===== config.mk =====
export PLATFORM = sky130hd
export DESIGN_NAME = pmt_queue
export DESIGN_NICKNAME = d
export VERILOG_FILES = /design/src/pmt_pkg.sv /design/src/pmt_queue.sv
export SDC_FILE = /design/constraint.sdc
export NUM_CORES = 1
export LEC_CHECK = 0
export BUFFER_PORTS_ARGS = -buffer_cell sky130_fd_sc_hd__buf_2
export CAP_MARGIN = 10
export CORE_AREA = 3 3 230 232
export CTS_CLUSTER_SIZE = 12
export DETAILED_ROUTE_END_ITERATION = 8
export DIE_AREA = 0 0 233 235
export GPL_TIMING_DRIVEN = 0
export PLACE_DENSITY = 0.69
export SLEW_MARGIN = 10
export SYNTH_ARGS = -nofsm -noshare
export SYNTH_HDL_FRONTEND = slang
export SYNTH_SLANG_ARGS = --single-unit

===== constraint.sdc =====
create_clock -name i_clk -period 17.7 [get_ports i_clk]
set_input_delay 1.77 -clock i_clk [delete_from_list [all_inputs] [get_ports i_clk]]
set_output_delay 1.77 -clock i_clk [all_outputs]
set_load 0.02 [all_outputs]

===== src/pmt_pkg.sv =====
// Shared types, constants and command codes of the polyline margin trimmer.
package pmt_pkg;

    localparam int CoordBits  = 32;
    localparam int FracBits   = 16;
    localparam int FracW      = FracBits + 1;
    localparam int MarginBits = 32;
    localparam int CmdBits    = 2;
    localparam int KindBits   = 2;
    localparam int PAddrBits  = 3;
    localparam int PDataBits  = 32;

    localparam logic [FracW-1:0] FracOne  = FracW'(1) << FracBits;
    localparam logic [FracW-1:0] FracHalf = FracW'(1) << (FracBits - 1);

    localparam logic [CmdBits-1:0] CmdBegin  = 2'd0;
    localparam logic [CmdBits-1:0] CmdMargin = 2'd1;
    localparam logic [CmdBits-1:0] CmdPoint  = 2'd2;
    localparam logic [CmdBits-1:0] CmdFinish = 2'd3;

    localparam logic [KindBits-1:0] KindLine  = 2'd0;
    localparam logic [KindBits-1:0] KindJoin  = 2'd1;
    localparam logic [KindBits-1:0] KindClose = 2'd2;

    localparam logic [PAddrBits-3:0] RegClosePath = 1'b0;

    typedef logic signed [CoordBits-1:0] t_coord;
    typedef logic [FracW-1:0]            t_frac;

    typedef struct packed {
        logic [CmdBits-1:0]           command;
        logic signed [CoordBits-1:0]  point_x;
        logic signed [CoordBits-1:0]  point_y;
        logic signed [MarginBits-1:0] margin_value;
    } t_in_item;

    typedef struct packed {
        logic [KindBits-1:0]         prim_kind;
        logic signed [CoordBits-1:0] ax;
        logic signed [CoordBits-1:0] ay;
        logic signed [CoordBits-1:0] bx;
        logic signed [CoordBits-1:0] by;
        logic signed [CoordBits-1:0] cx;
        logic signed [CoordBits-1:0] cy;
        logic                        last_of_run;
    } t_out_item;

    typedef struct packed {
        logic emit_join;
        logic emit_line;
        logic emit_close;
        logic ends_item;
    } t_trim_flags;

    typedef struct packed {
        logic signed [CoordBits-1:0] prev_x;
        logic signed [CoordBits-1:0] prev_y;
        logic signed [CoordBits-1:0] p_x;
        logic signed [CoordBits-1:0] p_y;
        logic signed [CoordBits-1:0] d_x;
        logic signed [CoordBits-1:0] d_y;
        logic signed [CoordBits:0]   nd_x;
        logic signed [CoordBits:0]   nd_y;
        logic [FracW-1:0]            start_frac;
        logic [FracW-1:0]            end_frac;
        t_trim_flags                 flags;
    } t_trim_cmd;

endpackage


===== src/pmt_queue.sv =====
// Short command queue between the front end and the trim unit.
module pmt_queue #(
    parameter int DEPTH = 2
) (
    input  logic               i_clk,
    input  logic               i_rst_n,
    input  logic               i_push,
    input  pmt_pkg::t_trim_cmd i_push_cmd,
    output logic               o_full,
    output logic               o_valid,
    output pmt_pkg::t_trim_cmd o_cmd,
    input  logic               i_pop
);

    localparam int PtrW = (DEPTH > 1) ? $clog2(DEPTH) : 1;
    localparam int CntW = $clog2(DEPTH + 1);
    localparam logic [PtrW-1:0] LastPtr = PtrW'(DEPTH - 1);

    pmt_pkg::t_trim_cmd r_mem [DEPTH];
    logic [PtrW-1:0]    r_wr;
    logic [PtrW-1:0]    r_rd;
    logic [CntW-1:0]    r_count;

    assign o_full  = r_count == CntW'(DEPTH);
    assign o_valid = r_count != '0;
    assign o_cmd   = r_mem[r_rd];

    always_ff @(posedge i_clk) begin
        if (!i_rst_n) begin
            r_wr    <= '0;
            r_rd    <= '0;
            r_count <= '0;
        end else begin
            if (i_push) begin
                r_wr <= (r_wr == LastPtr) ? '0 : r_wr + PtrW'(1);
            end
            if (i_pop) begin
                r_rd <= (r_rd == LastPtr) ? '0 : r_rd + PtrW'(1);
            end
            if (i_push && !i_pop) begin
                r_count <= r_count + CntW'(1);
            end else if (i_pop && !i_push) begin
                r_count <= r_count - CntW'(1);
            end
        end
    end

    always_ff @(posedge i_clk) begin
        if (i_push) begin
            r_mem[r_wr] <= i_push_cmd;
        end
    end

endmodule


==> Flow_metrics.wiki <==
{| class="wikitable"
! Metric !! Value
|-
| Cells after Synth || 943
|-
| Sink count of the clock tree || 597
|-
| Final Slew Violations || 0
|-
| Data required time of the worst path || 15930 ps
|-
| Post-cts sizing count || 0
|-
| Outcome || complete, no violations
|-
| GRT overflow || 0
|-
| Non-Filler Cell Area, Final || 28560 µm²
|-
| Start of the worst register-to-register path || r_wr
|-
| Slew at the pin closest to its max-slew limit || 668.5 ps
|-
| Number of buffers added for setup after CTS || 0
|-
| CP most frequent cell || sky130_fd_sc_hd__buf_6
|-
| Die Area || 54760 µm²
|-
| Initial Utilization || 44.08%
|-
| Switching portion of total power || 23.34%
|-
| Cell-by-cell listing of the critical path || buf_6, buf_6, buf_6, mux2_4, buf_2
|-
| Final estimated routing congestion in global placement || 0.7779
|-
| Share of the core filled with cells || 55.78%
|-
| Global router's overall resource usage || 17.93%
|-
| Worst hold stages || 2
|-
| Ratio of final minimum period to clock period || 21.79%
|-
| Number of top-level pins || 598
|-
| Mean routed wirelength per cell || 21.50 µm
|-
| Number of enable flip-flop cells after synthesis || 592
|-
| Number of filler cells placed in the layout || 3956
|-
| Yosys synthesis warning count || 0
|-
| Clock transition at the register clock pins on the worst setup and hold paths after CTS || 60 ps
|-
| Min Clock Period, post-route || 3856 ps
|-
| Worst-path cell with the longest stage delay || sky130_fd_sc_hd__mux2_4
|-
| Crit end category || output pin
|-
| Power share of the sequential group || 51.6%
|-
| Primary flip-flop cell chosen by synthesis mapping || sky130_fd_sc_hd__edfxtp_1
|-
| # placed instances || 2237
|-
| Detailed placement HPWL || 37010 µm
|-
| Clock tree from TritonCTS || built
|-
| Syn nets || 1244
|-
| Number of setup violations in the final report || 0
|-
| Sum of routed wire length over all layers || 50580 µm
|-
| Number of distinct standard cells referenced by the synthesized netlist || 17
|-
| Vias in the first global route || 11950
|-
| Crit path buffers/inverters || 4
|-
| Post-synthesis area per instance || 23.93 µm²
|-
| Synthesis-to-finish area growth || 26.53%
|-
| Power share of the combinational group || 13.9%
|-
| Maximum fanout along the worst path || 10
|-
| Buffer levels on the longest clock path || 3
|-
| Path category of the worst min-delay check || reg2reg
|-
| Yosys reg bits || 597
|-
| Static Leak || 0.01120 µW
|-
| Hold Vio Cnt, Final || 0
|-
| Type of element launching the critical path || register
|-
| Sequential cell area fraction in the yosys report || 79.21%
|-
| Number of remaining DRC errors || 0
|-
| Final worst clock skew || 15.41 ps
|-
| Delay of the slowest cell on the worst path || 340 ps
|-
| H-Tree Depth || 2
|-
| Die Width || 233 µm
|-
| Destination of the worst register-to-register timing path || r_mem[0][131]
|-
| First drt pass iteration count || 4
|-
| Max Fclk || 0.2593 GHz
|-
| Total internal power || 2455 µW
|-
| Length in cells of the worst reg-to-reg path || 6
|-
| Standard cell area after detailed placement || 26830 µm²
|-
| Filler-free cell count of the finished design || 2353
|-
| Count of maximum capacitance violations || 0
|-
| Number of nets with antenna violations after routing || 0
|-
| Root buffer selected by CTS || sky130_fd_sc_hd__clkbuf_16
|-
| Power density of the placed cells || 112.1 nW/µm²
|-
| Relative slew slack || 55.34%
|-
| Number of input and output port buffers inserted || 597
|-
| Register-to-register path setup slack || 15270 ps
|-
| Initial antenna violation count || 29
|-
| Total number of vias || 11310
|-
| First-pass GRT wire length || 73640 µm
|-
| Routed vias/inst || 4.805
|-
| Clock Latency Late Sink || 590 ps
|-
| Hold path startpoint || r_count[1]
|-
| Most frequent cells in the layout || sky130_fd_sc_hd__buf_2, sky130_fd_sc_hd__edfxtp_1, sky130_fd_sc_hd__mux2_4
|-
| Sw Pwr || 747.3 µW
|-
| Layout cells sized above 1 || 61.34%
|-
| Worst supply voltage drop on vdd || 0.00008929 V
|-
| Clock group share of total power || 34.5%
|-
| Area of the core || 51200 µm²
|-
| Share of async-settable or async-resettable flops after synthesis || 0%
|-
| Number of buffers inserted during clock tree synthesis || 60
|-
| Largest net degree at the start of global routing || 59
|-
| Unrepaired setup endpoints after global routing || false
|-
| Worst Hold Path EP || r_count[1]
|-
| Nets || 1920
|-
| Netlist area before placement || 22570 µm²
|-
| Site Rows || 83
|-
| CP arrival || 2090 ps
|-
| Top delay family on crit path || buffers and inverters
|-
| Startpoint-to-endpoint class of the critical path || reg2out
|-
| Most common cell after layout, fill and taps aside || sky130_fd_sc_hd__buf_2
|-
| Y dimension of the die || 235 µm
|-
| Hold buffer count at cts || 0
|-
| Number of DRC markers in iteration 0 || 508
|}
[cell usage after synthesis, types with 2 or more instances]
library cell	number	area share, %
sky130_fd_sc_hd__and2_1	4	0.11
sky130_fd_sc_hd__buf_2	5	0.11
sky130_fd_sc_hd__buf_6	28	1.4
sky130_fd_sc_hd__dfxtp_1	5	0.44
sky130_fd_sc_hd__edfxtp_1	592	79
sky130_fd_sc_hd__mux2_2	56	2.8
sky130_fd_sc_hd__mux2_4	240	16
sky130_fd_sc_hd__nor2b_1	3	0.083
sky130_fd_sc_hd__xor2_1	2	0.078
[tightest hold or removal path: stages (launching register included)]
cell and delay, ps:
sky130_fd_sc_hd__dfxtp_1 330, sky130_fd_sc_hd__o21ai_0 90, sky130_fd_sc_hd__a21boi_0 90
[routing by layer]
metal	vias up	track usage [%]	routed length, µm
li1	5157	-	-
met4	18	7.167	1703
met1	5566	19.44	17730
met5	-	0	114
met3	124	6.729	4639
met2	441	31.52	26390
[cell families (layout without fill, tap and decap cells)]
| group | Yosys count | after routing | synth area share, % |
|---|---|---|---|
| flops | 597 | 597 | 79.21 |
| simple gates | 9 | 9 | 0.2495 |
| other cells | 0 | 20 | 0 |
| xor+xnor | 3 | 3 | 0.1164 |
| compound gates | 3 | 3 | 0.08870 |
| mux | 296 | 296 | 18.76 |
| fa+ha+maj | 1 | 1 | 0.05543 |
| buf+inv | 34 | 744 | 1.524 |
[layout make-up]
type	count	area (µm²)	share of cell area, %
flip-flops and latches	597	17880	62.60
multi-input cells	312	4359	15.26
repair buffers	614	3403	11.92
clock buffers	76	1583	5.542
well taps	680	850.8	2.979
plain buffers	33	340.3	1.192
clock inverters	20	91.34	0.3198
diodes	20	50.05	0.1752
inverters	1	3.754	0.01314
[state kept, by name, indices dropped and copies added, names as in the netlist, named ones only]
signal and cells:
r_count 2, r_mem 592, r_rd 1, r_wr 1
[power by group through the flow]
stage | combinational (µW) | clock, µW | sequential (µW)
after CTS | 453 | 1130 | 1650
final | 445 | 1100 | 1650
after floorplan | 282 | 0 | 1710
after global placement | 431 | 0 | 1730
after detailed placement | 451 | 0 | 1680
after global routing | 471 | 1190 | 1660
[through the flow]
| stage | setup TNS [ps] | setup WS (ps) | total power, µW | hold slack [ps] |
|---|---|---|---|---|
| after floorplan | 0 | 2106 | 1989 | 467.8 |
| after global placement | -1720230 | -5945 | 2157 | 482.5 |
| after detailed placement | 0 | 13660 | 2134 | 526.7 |
| after CTS | 0 | 13730 | 3239 | 571.9 |
| after global routing | 0 | 13720 | 3324 | 594.7 |
| final | 0 | 13840 | 3202 | 559.5 |
[worst max path at each step]
stage                     startpoint            end  slack [ps]  depth (start not counted)
after floorplan               i_push           r_wr        2110                          2
after global placement        i_push           r_wr       -5940                          3
after detailed placement      i_push  r_mem[0][127]       13660                          7
after CTS                   register     o_cmd[230]       13730                          5
after global routing        register     o_cmd[230]       13720                          5
final                       register     o_cmd[230]       13840                          5
Note: power is estimated with default switching activity, not from simulation.
