## src/pmt_pkg.sv

```systemverilog
// Shared types, constants and command codes of the polyline margin trimmer.
package pmt_pkg;

    localparam int CoordBits  = 32;
    localparam int FracBits   = 16;
    localparam int FracW      = FracBits + 1;
    localparam int MarginBits = 32;
    localparam int CmdBits    = 2;
    localparam int KindBits   = 2;
    localparam int PAddrBits  = 3;
    localparam int PDataBits  = 32;

    localparam logic [FracW-1:0] FracOne  = FracW'(1) << FracBits;
    localparam logic [FracW-1:0] FracHalf = FracW'(1) << (FracBits - 1);

    localparam logic [CmdBits-1:0] CmdBegin  = 2'd0;
    localparam logic [CmdBits-1:0] CmdMargin = 2'd1;
    localparam logic [CmdBits-1:0] CmdPoint  = 2'd2;
    localparam logic [CmdBits-1:0] CmdFinish = 2'd3;

    localparam logic [KindBits-1:0] KindLine  = 2'd0;
    localparam logic [KindBits-1:0] KindJoin  = 2'd1;
    localparam logic [KindBits-1:0] KindClose = 2'd2;

    localparam logic [PAddrBits-3:0] RegClosePath = 1'b0;

    typedef logic signed [CoordBits-1:0] t_coord;
    typedef logic [FracW-1:0]            t_frac;

    typedef struct packed {
        logic [CmdBits-1:0]           command;
        logic signed [CoordBits-1:0]  point_x;
        logic signed [CoordBits-1:0]  point_y;
        logic signed [MarginBits-1:0] margin_value;
    } t_in_item;

    typedef struct packed {
        logic [KindBits-1:0]         prim_kind;
        logic signed [CoordBits-1:0] ax;
        logic signed [CoordBits-1:0] ay;
        logic signed [CoordBits-1:0] bx;
        logic signed [CoordBits-1:0] by;
        logic signed [CoordBits-1:0] cx;
        logic signed [CoordBits-1:0] cy;
        logic                        last_of_run;
    } t_out_item;

    typedef struct packed {
        logic emit_join;
        logic emit_line;
        logic emit_close;
        logic ends_item;
    } t_trim_flags;

    typedef struct packed {
        logic signed [CoordBits-1:0] prev_x;
        logic signed [CoordBits-1:0] prev_y;
        logic signed [CoordBits-1:0] p_x;
        logic signed [CoordBits-1:0] p_y;
        logic signed [CoordBits-1:0] d_x;
        logic signed [CoordBits-1:0] d_y;
        logic signed [CoordBits:0]   nd_x;
        logic signed [CoordBits:0]   nd_y;
        logic [FracW-1:0]            start_frac;
        logic [FracW-1:0]            end_frac;
        t_trim_flags                 flags;
    } t_trim_cmd;

endpackage

```

## src/pmt_front.sv

```systemverilog
// Front end: accepts items, tracks counts, fractions and vertices, and issues trim commands.
module pmt_front (
    input  logic                i_clk,
    input  logic                i_rst_n,
    input  logic                i_in_valid,
    output logic                o_in_ready,
    input  pmt_pkg::t_in_item   i_in_data,
    input  logic                i_close_path,
    input  logic                i_q_full,
    output logic                o_push,
    output pmt_pkg::t_trim_cmd  o_push_cmd
);

    logic [1:0]            r_ps;
    logic [1:0]            r_ms;
    pmt_pkg::t_frac        r_sf;
    pmt_pkg::t_frac        r_ef;
    logic                  r_fin_pend;
    pmt_pkg::t_coord       r_pv_x;
    pmt_pkg::t_coord       r_pv_y;
    pmt_pkg::t_coord       r_fv_x [2];
    pmt_pkg::t_coord       r_fv_y [2];
    pmt_pkg::t_frac        r_ff_s;
    pmt_pkg::t_frac        r_ff_e;

    logic                                      accept;
    logic                                      closing;
    logic signed [pmt_pkg::MarginBits-1:0]     mv;
    pmt_pkg::t_frac                            clamp_first;
    pmt_pkg::t_frac                            max_second;
    pmt_pkg::t_frac                            clamp_second;
    pmt_pkg::t_trim_flags                      fl_point;
    pmt_pkg::t_trim_flags                      fl_close1;
    pmt_pkg::t_trim_flags                      fl_close2;

    function automatic pmt_pkg::t_trim_cmd mk_cmd(
        input pmt_pkg::t_coord      prev_x,
        input pmt_pkg::t_coord      prev_y,
        input pmt_pkg::t_coord      p_x,
        input pmt_pkg::t_coord      p_y,
        input pmt_pkg::t_frac       s,
        input pmt_pkg::t_frac       e,
        input pmt_pkg::t_trim_flags fl
    );
        pmt_pkg::t_trim_cmd c;
        pmt_pkg::t_coord    dx;
        pmt_pkg::t_coord    dy;
        dx           = p_x - prev_x;
        dy           = p_y - prev_y;
        c.prev_x     = prev_x;
        c.prev_y     = prev_y;
        c.p_x        = p_x;
        c.p_y        = p_y;
        c.d_x        = dx;
        c.d_y        = dy;
        c.nd_x       = (pmt_pkg::CoordBits+1)'(0) - {dx[pmt_pkg::CoordBits-1], dx};
        c.nd_y       = (pmt_pkg::CoordBits+1)'(0) - {dy[pmt_pkg::CoordBits-1], dy};
        c.start_frac = s;
        c.end_frac   = e;
        c.flags      = fl;
        return c;
    endfunction

    assign o_in_ready = !r_fin_pend && !i_q_full;
    assign accept     = i_in_valid && o_in_ready;
    assign closing    = i_close_path && r_ps[1];
    assign mv         = i_in_data.margin_value;

    always_comb begin
        if (mv < 0) begin
            clamp_first = '0;
        end else if (mv > $signed(pmt_pkg::MarginBits'(pmt_pkg::FracOne))) begin
            clamp_first = pmt_pkg::FracOne;
        end else begin
            clamp_first = mv[pmt_pkg::FracW-1:0];
        end
        max_second = pmt_pkg::FracOne - r_sf;
        if (mv > $signed(pmt_pkg::MarginBits'(max_second))) begin
            clamp_second = max_second;
        end else if (mv < 0) begin
            clamp_second = '0;
        end else begin
            clamp_second = mv[pmt_pkg::FracW-1:0];
        end
    end

    always_comb begin
        fl_point   = '{emit_join: r_ps[1], emit_line: 1'b1, emit_close: 1'b0, ends_item: 1'b1};
        fl_close1  = '{emit_join: 1'b1, emit_line: 1'b1, emit_close: 1'b0, ends_item: 1'b0};
        fl_close2  = '{emit_join: 1'b1, emit_line: 1'b0, emit_close: 1'b1, ends_item: 1'b1};
        o_push     = 1'b0;
        o_push_cmd = mk_cmd(r_pv_x, r_pv_y, i_in_data.point_x, i_in_data.point_y,
                            r_sf, r_ef, fl_point);
        priority if (r_fin_pend) begin
            o_push     = !i_q_full;
            o_push_cmd = mk_cmd(r_fv_x[0], r_fv_y[0], r_fv_x[1], r_fv_y[1],
                                r_ff_s, r_ff_e, fl_close2);
        end else if (accept && i_in_data.command == pmt_pkg::CmdPoint) begin
            o_push = r_ps != 2'd0;
        end else if (accept && i_in_data.command == pmt_pkg::CmdFinish && closing) begin
            o_push     = 1'b1;
            o_push_cmd = mk_cmd(r_pv_x, r_pv_y, r_fv_x[0], r_fv_y[0], r_sf, r_ef, fl_close1);
        end else begin
            o_push = 1'b0;
        end
    end

    always_ff @(posedge i_clk) begin
        if (!i_rst_n) begin
            r_ps       <= 2'd0;
            r_ms       <= 2'd0;
            r_sf       <= '0;
            r_ef       <= '0;
            r_fin_pend <= 1'b0;
        end else begin
            if (r_fin_pend && !i_q_full) begin
                r_fin_pend <= 1'b0;
            end
            if (accept) begin
                unique case (i_in_data.command)
                    pmt_pkg::CmdBegin: begin
                        r_ps <= 2'd0;
                        r_ms <= 2'd0;
                        r_sf <= '0;
                        r_ef <= '0;
                    end
                    pmt_pkg::CmdMargin: begin
                        if (r_ms == 2'd0) begin
                            r_sf <= clamp_first;
                            r_ef <= (clamp_first < pmt_pkg::FracHalf) ? clamp_first
                                  : pmt_pkg::FracOne - clamp_first;
                            r_ms <= 2'd1;
                        end else if (r_ms == 2'd1) begin
                            r_ef <= clamp_second;
                            r_ms <= 2'd2;
                        end
                    end
                    pmt_pkg::CmdPoint: begin
                        r_ps <= r_ps[1] ? 2'd2 : r_ps + 2'd1;
                        r_ms <= 2'd0;
                        r_sf <= r_ef;
                        r_ef <= r_sf;
                    end
                    pmt_pkg::CmdFinish: begin
                        if (closing) begin
                            r_fin_pend <= 1'b1;
                            r_sf       <= r_ff_e;
                            r_ef       <= r_ff_s;
                        end
                        r_ps <= 2'd0;
                        r_ms <= 2'd0;
                    end
                    default: begin
                        r_ps <= r_ps;
                    end
                endcase
            end
        end
    end

    always_ff @(posedge i_clk) begin
        if (accept && i_in_data.command == pmt_pkg::CmdPoint) begin
            r_pv_x <= i_in_data.point_x;
            r_pv_y <= i_in_data.point_y;
            if (!r_ps[1]) begin
                r_fv_x[r_ps[0]] <= i_in_data.point_x;
                r_fv_y[r_ps[0]] <= i_in_data.point_y;
            end
            if (r_ps == 2'd1) begin
                r_ff_s <= r_sf;
                r_ff_e <= r_ef;
            end
        end else if (accept && i_in_data.command == pmt_pkg::CmdFinish && closing) begin
            r_pv_x <= r_fv_x[1];
            r_pv_y <= r_fv_y[1];
        end
    end

endmodule

```

## config.mk

```make
export PLATFORM = sky130hd
export DESIGN_NAME = pmt_front
export DESIGN_NICKNAME = d
export VERILOG_FILES = /design/src/pmt_pkg.sv /design/src/pmt_front.sv
export SDC_FILE = /design/constraint.sdc
export NUM_CORES = 1
export LEC_CHECK = 0
export BUFFER_PORTS_ARGS = -buffer_cell sky130_fd_sc_hd__buf_2
export CORE_AREA = 2 2 240 242
export DETAILED_ROUTE_END_ITERATION = 8
export DIE_AREA = 0 0 242 244
export PLACE_DENSITY = 0.76
export SLEW_MARGIN = 40
export SYNTH_ARGS = -nofsm -noshare
export SYNTH_HDL_FRONTEND = slang
export SYNTH_SLANG_ARGS = --single-unit
```

## constraint.sdc

```tcl
create_clock -name i_clk -period 12.8 [get_ports i_clk]
set_clock_uncertainty 0.1 [all_clocks]
set_input_delay 2.56 -clock i_clk [delete_from_list [all_inputs] [get_ports i_clk]]
set_output_delay 2.56 -clock i_clk [all_outputs]
set_load 0.005 [all_outputs]
```

==> results.md <==
- The run finished with clean final reports.
- For this configuration, the core starts out at a cell density of 54.6%.
- The arrival time at the worst endpoint is between 7 and 8 ns.
- The critical-path cell with the highest stage delay is a2111oi_1.
- The number of hold-slack violations in the final timing report is 0.
- Synthesis inferred between 200 and 300 register bits.
- The y dimension of the die is approximately 240 µm.
- Net switching is about a third of the power.
- The critical path launch point type is an input port.
- The area share of the largest cell type after synthesis is 22.1%.
- The sum of negative setup slack is 0 ns.
- The family with the most delay on the worst path is compound AO/OA/AOI/OAI gates.
- In the routed design, unresolved DRC markers number 0.
- The clock network burns around a third of the power.
- In this run the post-CTS setup repair buffer count came out at 0.
- The floorplan has 87 rows.
- Counting the fill cells in the layout gives 5266.
- The first detailed-routing pass took 8 iterations.
- Yosys attributes the largest share of cell area to edfxtp_1, ha_1, nand2_1.
- During synthesis, Yosys emitted a total of 0 warnings.
- From synthesis to final layout, the design area changed by 11.3%.
- At the later pin of the worst-skew pair, clock insertion delay measures 0.63 ns.
- The sequential fraction of the synthesis area is approximately a quarter.
- Sequential cells burn between 30% and 40% of the power.
- After technology mapping, the gate count stands at 4001.
- Static timing analysis puts the maximum clock frequency at between 100 and 150 MHz.
- The sink count of the clock tree is approximately 270.
- From left edge to right edge, the die measures about 240 µm.
- The number of synthesized flops with an enable pin is ~230.
- Data on the critical path is required at its endpoint by 10.14 ns.
- The number of buffers created by CTS is 31.
- The first-iteration detailed-routing DRC count is approximately 3500.
- The worst-case IR drop observed on VDD is a little over 0.1 mV.
- The cell area that synthesis handed to floorplanning was approximately 31000 µm².
- The kind of critical path is in2out.
- The critical path goes through buf_2 > inv_1 > ha_1 > inv_1 > fa_1 > a211oi_1 > o21ai_0 > nand2_1 > a21oi_1 > o211ai_1 > o211ai_1 > a2111oi_1 > nand4_1 > nor4b_1 > nor3_1 > a211o_1 > buf_2.
- In this run the count of I/O pins placed on the die edge is 401.
- When the netlist entered floorplanning its net count stood at ~4300.
- The post-DP HPWL is roughly 84000 µm.
- The multi-input combinational cell area is ~22000 µm².
- The count of buffers from port buffering is 400.
- The cell-internal power is between 0.0015 and 0.002 W.
- The clock root buffer is clkbuf_16.
- After detailed routing, the total wire length is ~110000 µm.
- After floorplanning, the core was sized to cover between 50000 and 60000 µm².
- The via count of the first global-routing pass is approximately 30000.
- The area used by sequential logic in the layout is roughly 7600 µm².
- The total via count in the routed design is ~33000.
- The count of nets left with antenna violations once routing finished came out at 0.
- Once placement finished, the instance area stood at around 33000 µm².
- The count of max-cap constraint violations is 0.
- Combinational cells account for 27.7% of the total power.
- In the finished design, the share of the clock period the worst path needs comes to 76.6%.
- The static leakage power is between 10 and 15 nW.
- The CTS tree is yes.
- The slew at the pin closest to its max-slew limit is between 0.8 and 0.9 ns.
- The pin count of the biggest net entering global routing is 90.
- Gates resized during post-CTS repair numbered 0.
- In the final routed layout, each cell accounts on average for between 20 and 25 µm.
- The synthesized design spends more area on one cell type than any other, namely edfxtp_1.
- In the routed layout, each cell is associated on average with a via count of 6.48.
- The synthesized netlist contains around 100 unique library cells.
- Setup repair after global routing left no endpoint under its margin.
- The number of antenna violations at the first check in global routing is 12.
- On the worst path, the slowest cell contributes a delay of 0.64 ns.
- The worst setup path is captured at an output port.
- On the final layout, the worst hold slack is roughly 0.38 ns.
- The post-synthesis area per instance is 7.67 µm².
- The first global-routing pass estimated roughly 170000 µm of wire.
- The worst pin sits at a relative slew slack of a little over two fifths.
- The placer congestion estimate is 1.03.
- The clock passes through at most 3 buffers.
- The max-slew violation count is 0.
- The number of setup violations in the final report is 0.
- The final instance area is approximately 34000 µm².
- The hold buffer count at CTS is 0.
- The worst hold path belongs to the class reg2reg.
- Global routing used between 30% and 40% of the available tracks across all layers.
- Of all flip-flops after synthesis, the portion carrying an async set or reset was 0%.
- After the last flow step, the layout net total stands at approximately 4600.
- In the synthesized netlist the dominant register cell turns out to be edfxtp_1.
- Global routing finished with a remaining overflow of 0.
- The number of buffers and inverters on the critical path is 4.
- The floorplan die area is between 50000 and 60000 µm².
- The ratio of total power to cell area is between 70 and 80 nW/µm².
- Of all nets on the critical path, the largest fanout is 5.
- The H-tree depth reported by CTS is 1.
- After clock tree synthesis, the clock-pin slew on the worst setup and hold paths is ~0.060 ns.
- The shortest clock period the worst path allows after layout is roughly 9.8 ns.
- The share of post-route cells with drive strength above 1 is ~14%.
- The net switching power is 0.000836 W.
power by group through the flow:
stage,Sequential (W),Clock (W),Combinational (W)
5_1_grt,0.000953,0.000922,0.000756
3_3_place_gp,0.000970,0,0.000675
3_5_place_dp,0.000971,0,0.000679
2_1_floorplan,0.000969,0,0.000426
6_report,0.000953,0.000885,0.000703
4_1_cts,0.000953,0.000892,0.000684
logic make-up after synthesis:
kind of cell               Yosys count  share of synthesized area [%]
AOI/OAI and AO/OA                 1223                           27.0
muxes                               54                           1.92
and+or+nand+nor                   1520                           23.5
buffers and inverters              414                           5.12
xor gates and xnor gates           303                           8.65
DFF                                265                           24.7
adders and majority gates          222                           9.20
path summary, 6_finish.rpt:
check | from | to | slack [ns] | cells past startpoint
worst max-delay path | i_in_data[32] | o_push_cmd[70] | 2.99 | 17
worst min-delay path | r_ef[5] | r_ff_e[5] | 0.38 | 0
worst max register to register | r_sf[2] | r_ef[5] | 8.52 | 18
worst min register to register | r_ef[5] | r_ff_e[5] | 0.38 | 0
final cells by class:
cell class	instances	share of cell area (%)
tap	756	2.77
multi-input combinational	3322	63.4
inverter	209	2.30
clock buffer	44	2.59
clock inverter	12	0.319
timing repair buffer	423	6.43
sequential	265	22.2
antenna	4	0.0293
routing by layer:
layer / vias to the layer above / global-route usage [%] / share of wire (%) / wire length, µm
met2: 1705 / 57.3 / 44 / 49400
met5: - / 0 / 0.058 / 65
met1: 15400 / 47.9 / 42 / 46200
li1: 15300 / - / - / -
met3: 252 / 6.71 / 9.9 / 11000
met4: 10 / 13.3 / 4.1 / 4540
sequential cells by signal, indices dropped and copies added (netlist names):
| signal | count |
|---|---|
| r_ff_s | 17 |
| r_ms | 2 |
| r_fv_x | 64 |
| r_pv_x | 32 |
| r_ff_e | 17 |
| r_sf | 17 |
| r_ps | 2 |
| r_ef | 17 |
| r_pv_y | 32 |
| r_fin_pend | 1 |
| r_fv_y | 64 |
worst register-to-register path: cells and delay by family, from the launching register on:
kind | cells | cell delay [ns]
buf+inv | 1 | 0.34
flops | 1 | 0.38
mux | 1 | 0.27
fa+ha+maj | 1 | 0.28
simple gates | 4 | 0.91
xor+xnor | 1 | 0.26
compound gates | 10 | 1.66
synth_stat cells (23+ instances only):
library cell	number
nand2_1	697
nor3_1	118
o21ai_0	276
xor2_1	118
a31oi_1	32
o211ai_1	48
dfxtp_1	39
and3_1	46
edfxtp_1	226
a211o_1	23
or2_2	26
o221ai_1	35
ha_1	216
mux2_2	38
inv_1	208
or3_1	36
and2_1	56
nor4_1	34
o21a_1	35
nor2b_1	29
a222oi_1	30
nand3_1	97
xnor2_1	185
nand2b_1	28
nor2_1	218
a21oi_1	242
a22oi_1	132
a211oi_1	42
o21bai_1	25
clkbuf_1	187
nand4_1	42
a21o_1	100
layout by cell type (no fill, tap or decap), types with 16 or more instances in the layout:
| cell type | n |
|---|---|
| or2_2 | 26 |
| xnor2_1 | 185 |
| o221ai_1 | 35 |
| a21o_1 | 100 |
| o21ai_0 | 276 |
| or3_1 | 36 |
| edfxtp_1 | 226 |
| and3_1 | 45 |
| a211o_1 | 23 |
| ha_1 | 216 |
| buf_4 | 17 |
| o211ai_1 | 48 |
| buf_2 | 400 |
| a211oi_1 | 41 |
| nand4_1 | 42 |
| nand2_1 | 693 |
| inv_1 | 207 |
| mux2i_1 | 16 |
| nor2_1 | 216 |
| a21boi_0 | 20 |
| a21oi_1 | 241 |
| a222oi_1 | 30 |
| o21a_1 | 35 |
| o21bai_1 | 25 |
| nand3_1 | 97 |
| mux2_2 | 38 |
| xor2_1 | 118 |
| nor3_1 | 117 |
| a221o_1 | 17 |
| clkbuf_16 | 31 |
| and2_1 | 56 |
| nor4_1 | 33 |
| nand2b_1 | 28 |
| a31oi_1 | 32 |
| dfxtp_1 | 38 |
| nor3b_1 | 16 |
| a22oi_1 | 132 |
| nor2b_1 | 29 |
per-stage QoR:
stage                     power, W  setup WS (ns)  util (%)  std cells
final                      0.00254           2.99      60.8       5035
after global routing       0.00263           2.62      60.8       5032
after CTS                  0.00253           3.10      60.7       5031
after detailed placement   0.00165           3.10      59.0       4975
after global placement     0.00165           3.14      58.9       4975
after floorplan            0.00139           2.14         -       4001
Power figures use the tool's default switching activity.
